### src/hdl/ptq_pkg.sv
// Package for the priority transmit queue: sizes, command codes and transaction types.
package ptq_pkg;

  localparam int QUEUE_DEPTH      = 16;
  localparam int MAX_PACKET_BYTES = 255;

  localparam int CMD_W    = 2;
  localparam int PRIO_W   = 3;
  localparam int NUM_PRIO = 1 << PRIO_W;
  localparam int LEN_IN_W = 10;
  localparam int LEN_W    = 8;
  localparam int LEFT_W   = 5;
  localparam int OVF_W    = 16;
  localparam int CNT_W    = $clog2(QUEUE_DEPTH + 1);

  typedef enum logic [CMD_W-1:0] {
    CMD_ENQUEUE = 2'd0,
    CMD_DEQUEUE = 2'd1,
    CMD_CLEAR   = 2'd2
  } cmd_e;

  typedef struct packed {
    logic [CMD_W-1:0]    cmd;
    logic [PRIO_W-1:0]   prio_in;
    logic [LEN_IN_W-1:0] len_in;
  } in_t;

  typedef struct packed {
    logic              ok;
    logic [PRIO_W-1:0] prio_out;
    logic [LEN_W-1:0]  len_out;
    logic [LEFT_W-1:0] entries_left;
    logic [OVF_W-1:0]  overflows;
  } out_t;

  typedef struct packed {
    logic [PRIO_W-1:0] prio;
    logic [LEN_W-1:0]  len;
  } entry_t;

  typedef struct packed {
    logic occupied;
    logic load_new;
    logic deq;
  } cell_ctrl_t;

endpackage

### src/hdl/ptq_cell.sv
// One queue slot: holds an entry, joins the oldest-best search chain, shifts toward the head.
module ptq_cell
  import ptq_pkg::*;
(
  input  logic                clk_i,
  input  cell_ctrl_t          ctrl_i,
  input  logic [PRIO_W-1:0]   min_prio_i,
  input  entry_t              new_entry_i,
  input  entry_t              next_entry_i,
  input  logic                hit_i,
  output entry_t              entry_o,
  output logic                hit_o,
  output logic [NUM_PRIO-1:0] class_o,
  output entry_t              sel_entry_o
);

  entry_t entry_q, entry_d;
  logic   match;

  // Flag own priority class so the row can find the lowest class present.
  assign class_o = ctrl_i.occupied ? (NUM_PRIO'(1) << entry_q.prio) : '0;

  // First matching cell from the head is the winner; it and everything younger shift.
  assign match       = ctrl_i.occupied && (entry_q.prio == min_prio_i);
  assign hit_o       = hit_i | match;
  assign sel_entry_o = (match && !hit_i) ? entry_q : '0;

  always_comb begin
    entry_d = entry_q;
    if (ctrl_i.load_new) begin
      entry_d = new_entry_i;
    end else if (ctrl_i.deq && hit_o) begin
      entry_d = next_entry_i;
    end
  end

  always_ff @(posedge clk_i) begin
    entry_q <= entry_d;
  end

  assign entry_o = entry_q;

endmodule

### src/hdl/priority_tx_queue_top.sv
// Top level of the priority transmit queue: handshakes, counters and the row of slot cells.
//
//   channel | direction | handshake               | payload
//   --------+-----------+-------------------------+-----------------------------------
//   in      | input     | in_valid_i / in_stall_o | in_data_i  (cmd, prio_in, len_in)
//   out     | output    | out_valid_o/out_stall_i | out_data_o (ok, prio_out, len_out,
//           |           |                         |   entries_left, overflows)
//
// Each command is accepted at a clock edge and its result sits in the output register
// right after. The clock period is set by the search ripple through the row of cells
// (class compare, lowest-class pick, then the first-match chain and shift).
// Reset clears the fill count, the overflow count and the output valid; slot contents
// are not reset and are only read below the fill count.
// The input stalls only while a result waits in the output register and the output is
// stalled; a result leaving frees the register for a new transaction in the same cycle.
module priority_tx_queue_top
  import ptq_pkg::*;
(
  input  logic clk_i,
  input  logic rst_ni,
  input  logic in_valid_i,
  output logic in_stall_o,
  input  in_t  in_data_i,
  output logic out_valid_o,
  input  logic out_stall_i,
  output out_t out_data_o
);

  logic [CNT_W-1:0] fill_q, fill_d;
  logic [OVF_W-1:0] ovf_q, ovf_d;
  logic             out_valid_q, out_valid_d;
  out_t             out_q, out_d;

  logic accept;
  logic is_enq, is_deq;
  logic full, empty;

  entry_t                new_entry;
  logic [LEN_IN_W-1:0]   len_sat;
  logic [PRIO_W-1:0]     min_prio;
  logic [NUM_PRIO-1:0]   class_any;
  entry_t                sel_entry;
  logic [31:0]           left_wide;

  cell_ctrl_t          cell_ctrl  [QUEUE_DEPTH];
  entry_t              cell_entry [QUEUE_DEPTH];
  entry_t              cell_next  [QUEUE_DEPTH];
  entry_t              cell_sel   [QUEUE_DEPTH];
  logic [NUM_PRIO-1:0] cell_class [QUEUE_DEPTH];
  logic [QUEUE_DEPTH:0] hit_chain;

  // Accept a transaction whenever the output register is free or being emptied.
  assign in_stall_o = out_valid_q && out_stall_i;
  assign accept     = in_valid_i && !in_stall_o;
  assign is_enq     = accept && (cmd_e'(in_data_i.cmd) == CMD_ENQUEUE);
  assign is_deq     = accept && (cmd_e'(in_data_i.cmd) == CMD_DEQUEUE);

  assign full  = (fill_q >= CNT_W'(QUEUE_DEPTH));
  assign empty = (fill_q == '0);

  // Saturate the length, keep the stored width.
  assign len_sat = (in_data_i.len_in > LEN_IN_W'(MAX_PACKET_BYTES))
                 ? LEN_IN_W'(MAX_PACKET_BYTES) : in_data_i.len_in;
  assign new_entry.prio = in_data_i.prio_in;
  assign new_entry.len  = len_sat[LEN_W-1:0];

  // Row of cells; the head (index 0) holds the oldest entry.
  assign hit_chain[0] = 1'b0;

  for (genvar i = 0; i < QUEUE_DEPTH; i++) begin : g_cell
    assign cell_ctrl[i].occupied = (CNT_W'(i) < fill_q);
    assign cell_ctrl[i].load_new = is_enq && !full && (fill_q == CNT_W'(i));
    assign cell_ctrl[i].deq      = is_deq;

    if (i == QUEUE_DEPTH - 1) begin : g_tail
      assign cell_next[i] = cell_entry[i];
    end else begin : g_body
      assign cell_next[i] = cell_entry[i+1];
    end

    ptq_cell u_cell (
      .clk_i        (clk_i),
      .ctrl_i       (cell_ctrl[i]),
      .min_prio_i   (min_prio),
      .new_entry_i  (new_entry),
      .next_entry_i (cell_next[i]),
      .hit_i        (hit_chain[i]),
      .entry_o      (cell_entry[i]),
      .hit_o        (hit_chain[i+1]),
      .class_o      (cell_class[i]),
      .sel_entry_o  (cell_sel[i])
    );
  end

  // Gather the classes present and the winning entry (at most one cell drives it).
  always_comb begin
    class_any = '0;
    sel_entry = '0;
    for (int i = 0; i < QUEUE_DEPTH; i++) begin
      class_any = class_any | cell_class[i];
      sel_entry = sel_entry | cell_sel[i];
    end
  end

  // Lowest priority number present.
  always_comb begin
    min_prio = '0;
    for (int p = NUM_PRIO - 1; p >= 0; p--) begin
      if (class_any[p]) begin
        min_prio = PRIO_W'(p);
      end
    end
  end

  // Counters and result.
  always_comb begin
    fill_d       = fill_q;
    ovf_d        = ovf_q;
    out_d        = out_q;
    out_valid_d  = out_valid_q && out_stall_i;
    left_wide    = '0;
    if (accept) begin
      out_d.ok       = 1'b0;
      out_d.prio_out = '0;
      out_d.len_out  = '0;
      unique case (in_data_i.cmd)
        CMD_ENQUEUE: begin
          if (full) begin
            ovf_d = ovf_q + OVF_W'(1);
          end else begin
            fill_d   = fill_q + CNT_W'(1);
            out_d.ok = 1'b1;
          end
        end
        CMD_DEQUEUE: begin
          if (!empty) begin
            fill_d         = fill_q - CNT_W'(1);
            out_d.ok       = 1'b1;
            out_d.prio_out = sel_entry.prio;
            out_d.len_out  = sel_entry.len;
          end
        end
        CMD_CLEAR: begin
          fill_d = '0;
        end
        default: begin
          // reserved code: report counts, change nothing
        end
      endcase
      left_wide          = 32'(fill_d);
      out_d.entries_left = left_wide[LEFT_W-1:0];
      out_d.overflows    = ovf_d;
      out_valid_d        = 1'b1;
    end
  end

  always_ff @(posedge clk_i or negedge rst_ni) begin
    if (!rst_ni) begin
      fill_q      <= '0;
      ovf_q       <= '0;
      out_valid_q <= 1'b0;
    end else begin
      fill_q      <= fill_d;
      ovf_q       <= ovf_d;
      out_valid_q <= out_valid_d;
    end
  end

  always_ff @(posedge clk_i) begin
    out_q <= out_d;
  end

  assign out_valid_o = out_valid_q;
  assign out_data_o  = out_q;

endmodule

### config.mk
export PLATFORM = sky130hd
export DESIGN_NAME = priority_tx_queue_top
export DESIGN_NICKNAME = d
export VERILOG_FILES = /design/src/hdl/ptq_pkg.sv /design/src/hdl/ptq_cell.sv /design/src/hdl/priority_tx_queue_top.sv
export SDC_FILE = /design/constraint.sdc
export NUM_CORES = 1
export LEC_CHECK = 0
export BUFFER_PORTS_ARGS = -buffer_cell sky130_fd_sc_hd__buf_2
export CAP_MARGIN = 0
export CORE_ASPECT_RATIO = 0.6
export CORE_MARGIN = 2
export CORE_UTILIZATION = 35
export CTS_CLUSTER_DIAMETER = 50
export CTS_CLUSTER_SIZE = 8
export DETAILED_ROUTE_END_ITERATION = 8
export PLACE_DENSITY = 0.6
export REMOVE_ABC_BUFFERS = 1
export SLEW_MARGIN = 40
export SYNTH_ARGS = -nofsm -noshare
export SYNTH_HDL_FRONTEND = slang
export SYNTH_SLANG_ARGS = --single-unit
### constraint.sdc
create_clock -name clk_i -period 6 [get_ports clk_i]
set_input_delay 1.5 -clock clk_i [delete_from_list [all_inputs] [get_ports clk_i]]
set_output_delay 1.5 -clock clk_i [all_outputs]
set_load 0.1 [all_outputs]
Word-level counts from Yosys, hierarchy flattened

Index checks and enable logic that the tools add are counted.

$add $sub $neg: 3
Magnitude comparators: 18
Equality and inequality tests: 33
Shifts and indexed selects: 16
Multiplexer cells: 80
Bitwise gates (word level): 45
Reductions and logical operators: 102

Operators with widths:

| kind                                                                             | count |
|---|---|
| 11-bit two-way mux                                                               | 46 |
| 11-bit OR                                                                        | 15 |
| 8-bit two-way mux                                                                | 17 |
| 1-bit by 3-bit left shift with 8-bit output, first input constant                | 16 |
| 8-bit OR                                                                         | 15 |
| 1-bit logical AND                                                                | 67 |
| 3-bit equality test                                                              | 16 |
| 5-bit by 4-bit equality test with 1-bit output, second input constant            | 8 |
| 4-bit by 5-bit < comparator with 1-bit output, first input constant              | 8 |
| 16-bit two-way mux                                                               | 2 |
| 2-bit nonzero test                                                               | 15 |
| 3-bit two-way mux                                                                | 8 |
| 5-bit by 3-bit equality test with 1-bit output, second input constant            | 4 |
| 3-bit by 5-bit < comparator with 1-bit output, first input constant              | 4 |
| 1-bit zero test                                                                  | 17 |
| 16-bit by 1-bit adder with 16-bit output, second input constant                  | 1 |
| 5-bit one-hot mux with 3 select lines                                            | 1 |
| 1-bit OR                                                                         | 14 |
| 12-bit two-way mux                                                               | 1 |
| 5-bit by 2-bit equality test with 1-bit output, second input constant            | 2 |
| 10-bit by 8-bit greater-than comparator with 1-bit output, second input constant | 1 |
| 1-bit by 5-bit < comparator with 1-bit output, first input constant              | 2 |
| 2-bit by 5-bit < comparator with 1-bit output, first input constant              | 2 |
| 5-bit two-way mux                                                                | 2 |
| other kinds (12)                                                                 | 13 |

Flip-flop bits (word level): 231
Output and inout bits: 35
Word-level logic and storage cells: 337

Logic depth before layout (Yosys ltp)

Word-level depth: 47
Gate-level depth with buffers: 22

By module

From an unflattened synthesis, not the netlist that was laid out.

Cell total of the unflattened synthesis: 1268
Area total of the unflattened synthesis: 15187.1 um2

Modules (own cells, without submodules):

| module                | instances | cells each | area an instance (um2) |
|---|---|---|---|
| ptq_cell              | 16        | 55         | 719.4 |
| priority_tx_queue_top | 1         | 388        | 3676.0 |

Worst setup path after synthesis

No wires, ideal clock.

Kind: register to register
Start: register fill_q[1]
End: register g_cell[12].u_cell.entry_q (netlist bit g_cell[12].u_cell.entry_o[0]), enable pin
Library setup time: 0.394 ns
Arrival: 5.080 ns
Data required time: 5.606 ns
Slack: 0.526 ns
Stages on the path, launching flop included: 19
Period minus slack after synthesis: 5.474 ns
Cell sequence: dfrtp_1 > buf_4 > buf_6 > clkbuf_1 > inv_1 > ha_1 > o21bai_1 > a21oi_1 > a2111o_1 > or4_4 > or4_1 > a311o_1 > buf_6 > a211o_1 > a221o_1 > o2111ai_2 > or3_1 > a211oi_1 > o21ai_0

Word-level cells in the longest chain between the ends: 41
Elaborated cells on any way between the ends: 100
Classes of those cells: order compare (17); eq/ne (14); mux (24); bitwise (27); reduce/logical (18)

Ends and longest elaborated chain:

| item                                          | RTL line                     | text |
|---|---|---|
| start, declared                               | priority_tx_queue_top.sv:29  | `logic [CNT_W-1:0] fill_q, fill_d;` |
| start signal, assigned                        | priority_tx_queue_top.sv:163 | `fill_q <= fill_d;` |
| 1-bit by 5-bit < comparator with 1-bit output | priority_tx_queue_top.sv:71  | `assign cell_ctrl[i].occupied = (CNT_W'(i) < fill_q);` |
| 8-bit two-way mux                             | ptq_cell.sv:21               | `assign class_o = ctrl_i.occupied ? (NUM_PRIO'(1) << entry_q.prio) : '0;` |
| 8-bit OR (15 in series)                       | priority_tx_queue_top.sv:100 | `class_any = class_any \| cell_class[i];` |
| 3-bit two-way mux (8 in series)               | priority_tx_queue_top.sv:109 | `if (class_any[p]) begin` |
| 3-bit equality test                           | ptq_cell.sv:24               | `assign match = ctrl_i.occupied && (entry_q.prio == min_prio_i);` |
| 1-bit logical AND                             | ptq_cell.sv:24               |  |
| 1-bit OR (12 in series)                       | ptq_cell.sv:25               | `assign hit_o = hit_i \| match;` |
| 1-bit logical AND                             | ptq_cell.sv:32               | `end else if (ctrl_i.deq && hit_o) begin` |
| 2-bit nonzero test (no line) (*)              | n/a                          |  |
| end signal, assigned                          | ptq_cell.sv:38               | `entry_q <= entry_d;` |
| end, declared                                 | ptq_cell.sv:17               | `entry_t entry_q, entry_d;` |

Every way passes the cells marked *; elsewhere a longest branch is shown, timed or not.
A chain may end at the register's enable or synchronous reset.

Worst setup path after layout

Start: register fill_q[1]
End: register out_q (netlist bit out_data_o[28]), data pin

Word-level cells in the longest chain between the ends: 45
Elaborated cells on any way between the ends: 164
Classes of those cells: order compare (16); eq/ne (16); mux (40); bitwise (44); reduce/logical (48)

Ends and longest elaborated chain:

| item                                                   | RTL line                                     | text |
|---|---|---|
| 1-bit by 5-bit < comparator with 1-bit output          | priority_tx_queue_top.sv:71                  |  |
| 8-bit two-way mux                                      | ptq_cell.sv:21                               |  |
| 8-bit OR (15 in series)                                | priority_tx_queue_top.sv:100                 |  |
| 3-bit two-way mux (8 in series)                        | priority_tx_queue_top.sv:109                 |  |
| 3-bit equality test                                    | ptq_cell.sv:24                               |  |
| 1-bit logical AND                                      | ptq_cell.sv:24                               |  |
| 1-bit zero test or 1-bit OR (tied branches)            | ptq_cell.sv:26, ptq_cell.sv:25               |  |
| 1-bit logical AND, or another cell as far along        | ptq_cell.sv:26                               | `assign sel_entry_o = (match && !hit_i) ? entry_q : '0;` |
| 11-bit two-way mux, or another cell as far along       | ptq_cell.sv:26                               |  |
| 11-bit OR, or another cell as far along (13 in series) | priority_tx_queue_top.sv:101                 | `sel_entry = sel_entry \| cell_sel[i];` |
| 11-bit OR or 11-bit two-way mux (tied branches)        | priority_tx_queue_top.sv:101, ptq_cell.sv:26 |  |
| 11-bit OR                                              | priority_tx_queue_top.sv:101                 |  |
| end signal, assigned                                   | priority_tx_queue_top.sv:170                 | `out_q <= out_d;` |
| end, declared                                          | priority_tx_queue_top.sv:32                  | `out_t out_q, out_d;` |

Parallel ways exist; a longest one is shown, timed or not.

==> out/metrics.yaml <==
sta:
  finalHoldViolCount: 0
  min_period_over_period: 0.981
  clock.fmax_mhz: 170
  skew_ns: 0.0239
  worst_slew_pin_slew_ns: 0.808
  maxSlewHeadroom: 0.460
  slew_viol_final: 0
  rsz0062_at_grt: "false"
  period_needed_ns: 5.88
  setup_tns_ns: 0
  setup_viol: 0
floorplan:
  ios: 54
  initial_core_util: 0.355
  dieArea_mm2: 0.0399
  fp.dieH_um: 155
  rows: 55
  die-width_um: 256
  coreArea_mm2: 0.0377
synth:
  synth_flop_cell: "edfxtp_1"
  netlist_top_cells_area: "edfxtp_1, dfrtp_1, o21ai_0"
  async_reset_ff_frac: 0.0952
  synth_top_area_frac: 0.469
  synth_area_mm2: 0.0134
  avgSynthCellArea_um2: 10.3
  ys_warn_count: 0
  yosysSeqAreaShare: 0.510
  synth_edf_count: 209
  synth.distinct_cells: 91
  netlist_instances: 1303
  synth_seq_cells: 231
  yosys.area.top_type: "edfxtp_1"
power_and_ir_drop:
  p_int_mw: 4.55
  power_density_mw_per_mm2: 537
  pwr-share-comb: 0.490
  p_seq_frac: 0.288
  power_mw: 8.26
  p_switching_mw: 3.71
  p_clk_frac: 0.222
  ir_drop_uv: 262
  swShare: 0.449
  power.leakage_nw: 5.56
route:
  routed_wirelength_um: 44300
  postRouteAntennaNets: 0
  routed_via_density: 5.94
  drtPass1Iterations: 6
  routedWlPerCell_um: 23.6
  drt_iter0_drc: 1589
  vias: 11200
  post-route-drc-count: 0
outcome:
  outcome: "finished, final reports clean"
critical_path:
  path_max_fanout: 15
  end_kind: "flip-flop"
  required_ns: 6.37
  path_delay_family: "compound AO/OA/AOI/OAI gates"
  crit_path_frequent_cell: "buf_4"
  worst_path_largest_cell_delay_ns: 0.62
  critPathKind: "reg2reg"
  crit_chain: "buf_4, a211oi_4, nor4bb_1, nor4_1, buf_4, nand3_1, or3_1, o31ai_4, buf_4, a21oi_1, o221ai_1, o2111ai_2, nor4_4, buf_4, nor2b_1, buf_4, a22oi_1, a31oi_1"
  start_kind: "flip-flop"
  critPathArrivalTime_ns: 6.25
  crit_buf_inv: 5
  crit_slowest_cell: "nor4_1"
clock_tree:
  cts_hold_buf: 0
  cts_buffers: 35
  clk_pin_slew_worst_paths_ns: 0.05
  h-tree-depth: 2
  clock_path_buffers: 3
  cts_tree: "built"
  clock-sinks: 231
  insertion_delay_ns: 0.54
  cts_root_buf: "clkbuf_16"
final_layout:
  fin_cells: 1880
  layout-drive-gt1-share: 0.192
  n_antenna_cell: 0
  syn_to_final_growth_pct: 15.0
  finalNetCount: 1383
  fillers: 3799
global_routing:
  grt_max_degree: 53
  grtUsageTotal: 0.218
  grt_first_pass_wirelength_um: 66000
  grt_pass1_vias: 10300
  gr-total-overflow: 0
  antenna_found_initial: 0
job:
  max-cap-violations: 0
place:
  port-buffer-count: 53
  finalWeightedCongestion: 0.971
  dp_hpwl_um: 32300
  placedCellCount: 1834
worst_hold_path:
  holdCritPathClass: "reg2reg"
power groups by stage:
stage / sequential [mW] / combinational [mW] / clock [mW]
after global placement: 2.40 / 3.90 / 0
after global routing: 2.40 / 4.28 / 1.93
after CTS: 2.37 / 3.92 / 1.87
after detailed placement: 2.40 / 3.89 / 0
after floorplan: 2.52 / 2.32 / 0
final: 2.38 / 4.04 / 1.83
registers in the layout (all words and copies together), names as in the netlist:
signal and count:
fill_q 5, g_cell.u_cell.entry_o 176, ovf_q 16, out_valid_o 1
out_data_o 33
final timing paths:
kind	from	to	slack, ns	cells after the start
hold / removal	ovf_q[15]$_DFFE_PN0P_	ovf_q[15]$_DFFE_PN0P_	0.49	1
setup / recovery	fill_q[1]$_DFFE_PN0P_	out_data_o[28]$_SDFFCE_PN0P_	0.12	18
hold reg to reg	ovf_q[15]$_DFFE_PN0P_	ovf_q[15]$_DFFE_PN0P_	0.49	1
max in group asynchronous	rst_ni	fill_q[3]$_DFFE_PN0P_	4.66	1
min in group asynchronous	rst_ni	ovf_q[7]$_DFFE_PN0P_	0.96	1
setup reg to reg	fill_q[1]$_DFFE_PN0P_	out_data_o[28]$_SDFFCE_PN0P_	0.12	18
synthesized netlist by cell type (6+ instances only):
| cell | number |
|---|---|
| a2111oi_0 | 7 |
| or2_2 | 6 |
| nor4_1 | 17 |
| o21ai_0 | 108 |
| nand2b_1 | 13 |
| and2_1 | 13 |
| o211ai_1 | 8 |
| nand4_1 | 13 |
| a31oi_1 | 20 |
| a211oi_1 | 8 |
| xor2_1 | 16 |
| o21bai_1 | 8 |
| buf_2 | 8 |
| a32oi_1 | 15 |
| ha_1 | 6 |
| nand2_1 | 142 |
| o32ai_1 | 11 |
| a21o_1 | 10 |
| or3_1 | 10 |
| xnor2_1 | 19 |
| inv_1 | 40 |
| buf_1 | 17 |
| nor2_1 | 102 |
| clkbuf_1 | 63 |
| nor2b_1 | 13 |
| edfxtp_1 | 209 |
| o22ai_1 | 7 |
| a222oi_1 | 8 |
| mux2_2 | 41 |
| a22oi_1 | 24 |
| a22o_1 | 11 |
| dfrtp_1 | 22 |
| and3_1 | 22 |
| nor3_1 | 38 |
| a21oi_1 | 67 |
| buf_6 | 10 |
| nand3_1 | 31 |
| a2bb2oi_1 | 6 |
worst register-to-register path, stage by stage, from the launching register on:
cell and delay [ns]:
dfrtp_1 0.56, buf_4 0.30, a211oi_4 0.43, nor4bb_1 0.15, nor4_1 0.62, buf_4 0.22, nand3_1 0.08, or3_1 0.38
o31ai_4 0.46, buf_4 0.25, a21oi_1 0.08, o221ai_1 0.47, o2111ai_2 0.42, nor4_4 0.41, buf_4 0.25, nor2b_1 0.16
buf_4 0.19, a22oi_1 0.10, a31oi_1 0.20
routing by layer:
metal  track usage  routed length [um]  up-vias
li1              -                   -     5062
met1         0.344               21200     5450
met2         0.304               17900      601
met3        0.0442                4500       56
met4        0.0432                 694        0
met5             0                   0        -
timing repair:
item / in CTS / in global routing
endpoints found under the setup margin: 0 / 7
gates resized for setup: 0 / 2
setup buffers: 0 / 0
cells in the final DEF (no fill, tap or decap), drive strengths merged, types with 8 or more instances in the layout:
master and count:
a31oi 21, or3 10, a2111oi 8, edfxtp 209, a21o 10, inv 41
buf 122, nor3 40, o211ai 8, nand2b 13, xor2 16, a22o 11
o21bai 8, nor2b 14, a22oi 24, or2 8, nor2 104, nand2 142
xnor2 20, and3 22, o21ai 114, nand4 13, clkbuf 41, a222oi 8
and2 13, a211oi 9, nor4 24, a32oi 15, nand3 31, o32ai 11
a21oi 68, dfrtp 22, mux2 41
area by class of cell:
| type | instances | area (um^2) | share of cell area |
|---|---|---|---|
| tap | 513 | 642 | 0.0417 |
| clock inverter | 5 | 88.8 | 0.00577 |
| clock buffer | 41 | 898 | 0.0584 |
| inverter | 40 | 150 | 0.00975 |
| multi-input combinational | 928 | 6000 | 0.390 |
| sequential | 231 | 6830 | 0.444 |
| timing repair buffer | 122 | 783 | 0.0509 |
metrics by stage:
step                instance area (um^2)  utilization  hold slack (ns)  setup WS, ns
floorplan                          12900            -            0.461        -0.180
global placement                   14300        0.380            0.475         0.295
detailed placement                 14400        0.381            0.486         0.249
CTS                                15400        0.408            0.493         0.223
global route                       15400        0.408            0.527        0.0626
finish                             15400        0.408            0.490         0.116
kinds of logic (layout without fill, tap and decap cells):
group / Yosys count / after routing / share of synthesized area
AOI/OAI and AO/OA: 381 / 381 / 0.200
xor gates and xnor gates: 36 / 36 / 0.0241
adders and majority gates: 6 / 6 / 0.00561
buffers and inverters: 144 / 208 / 0.0488
DFF: 231 / 231 / 0.510
muxes: 41 / 41 / 0.0345
and+or+nand+nor: 464 / 464 / 0.177
Power figures use the tool's default switching activity.
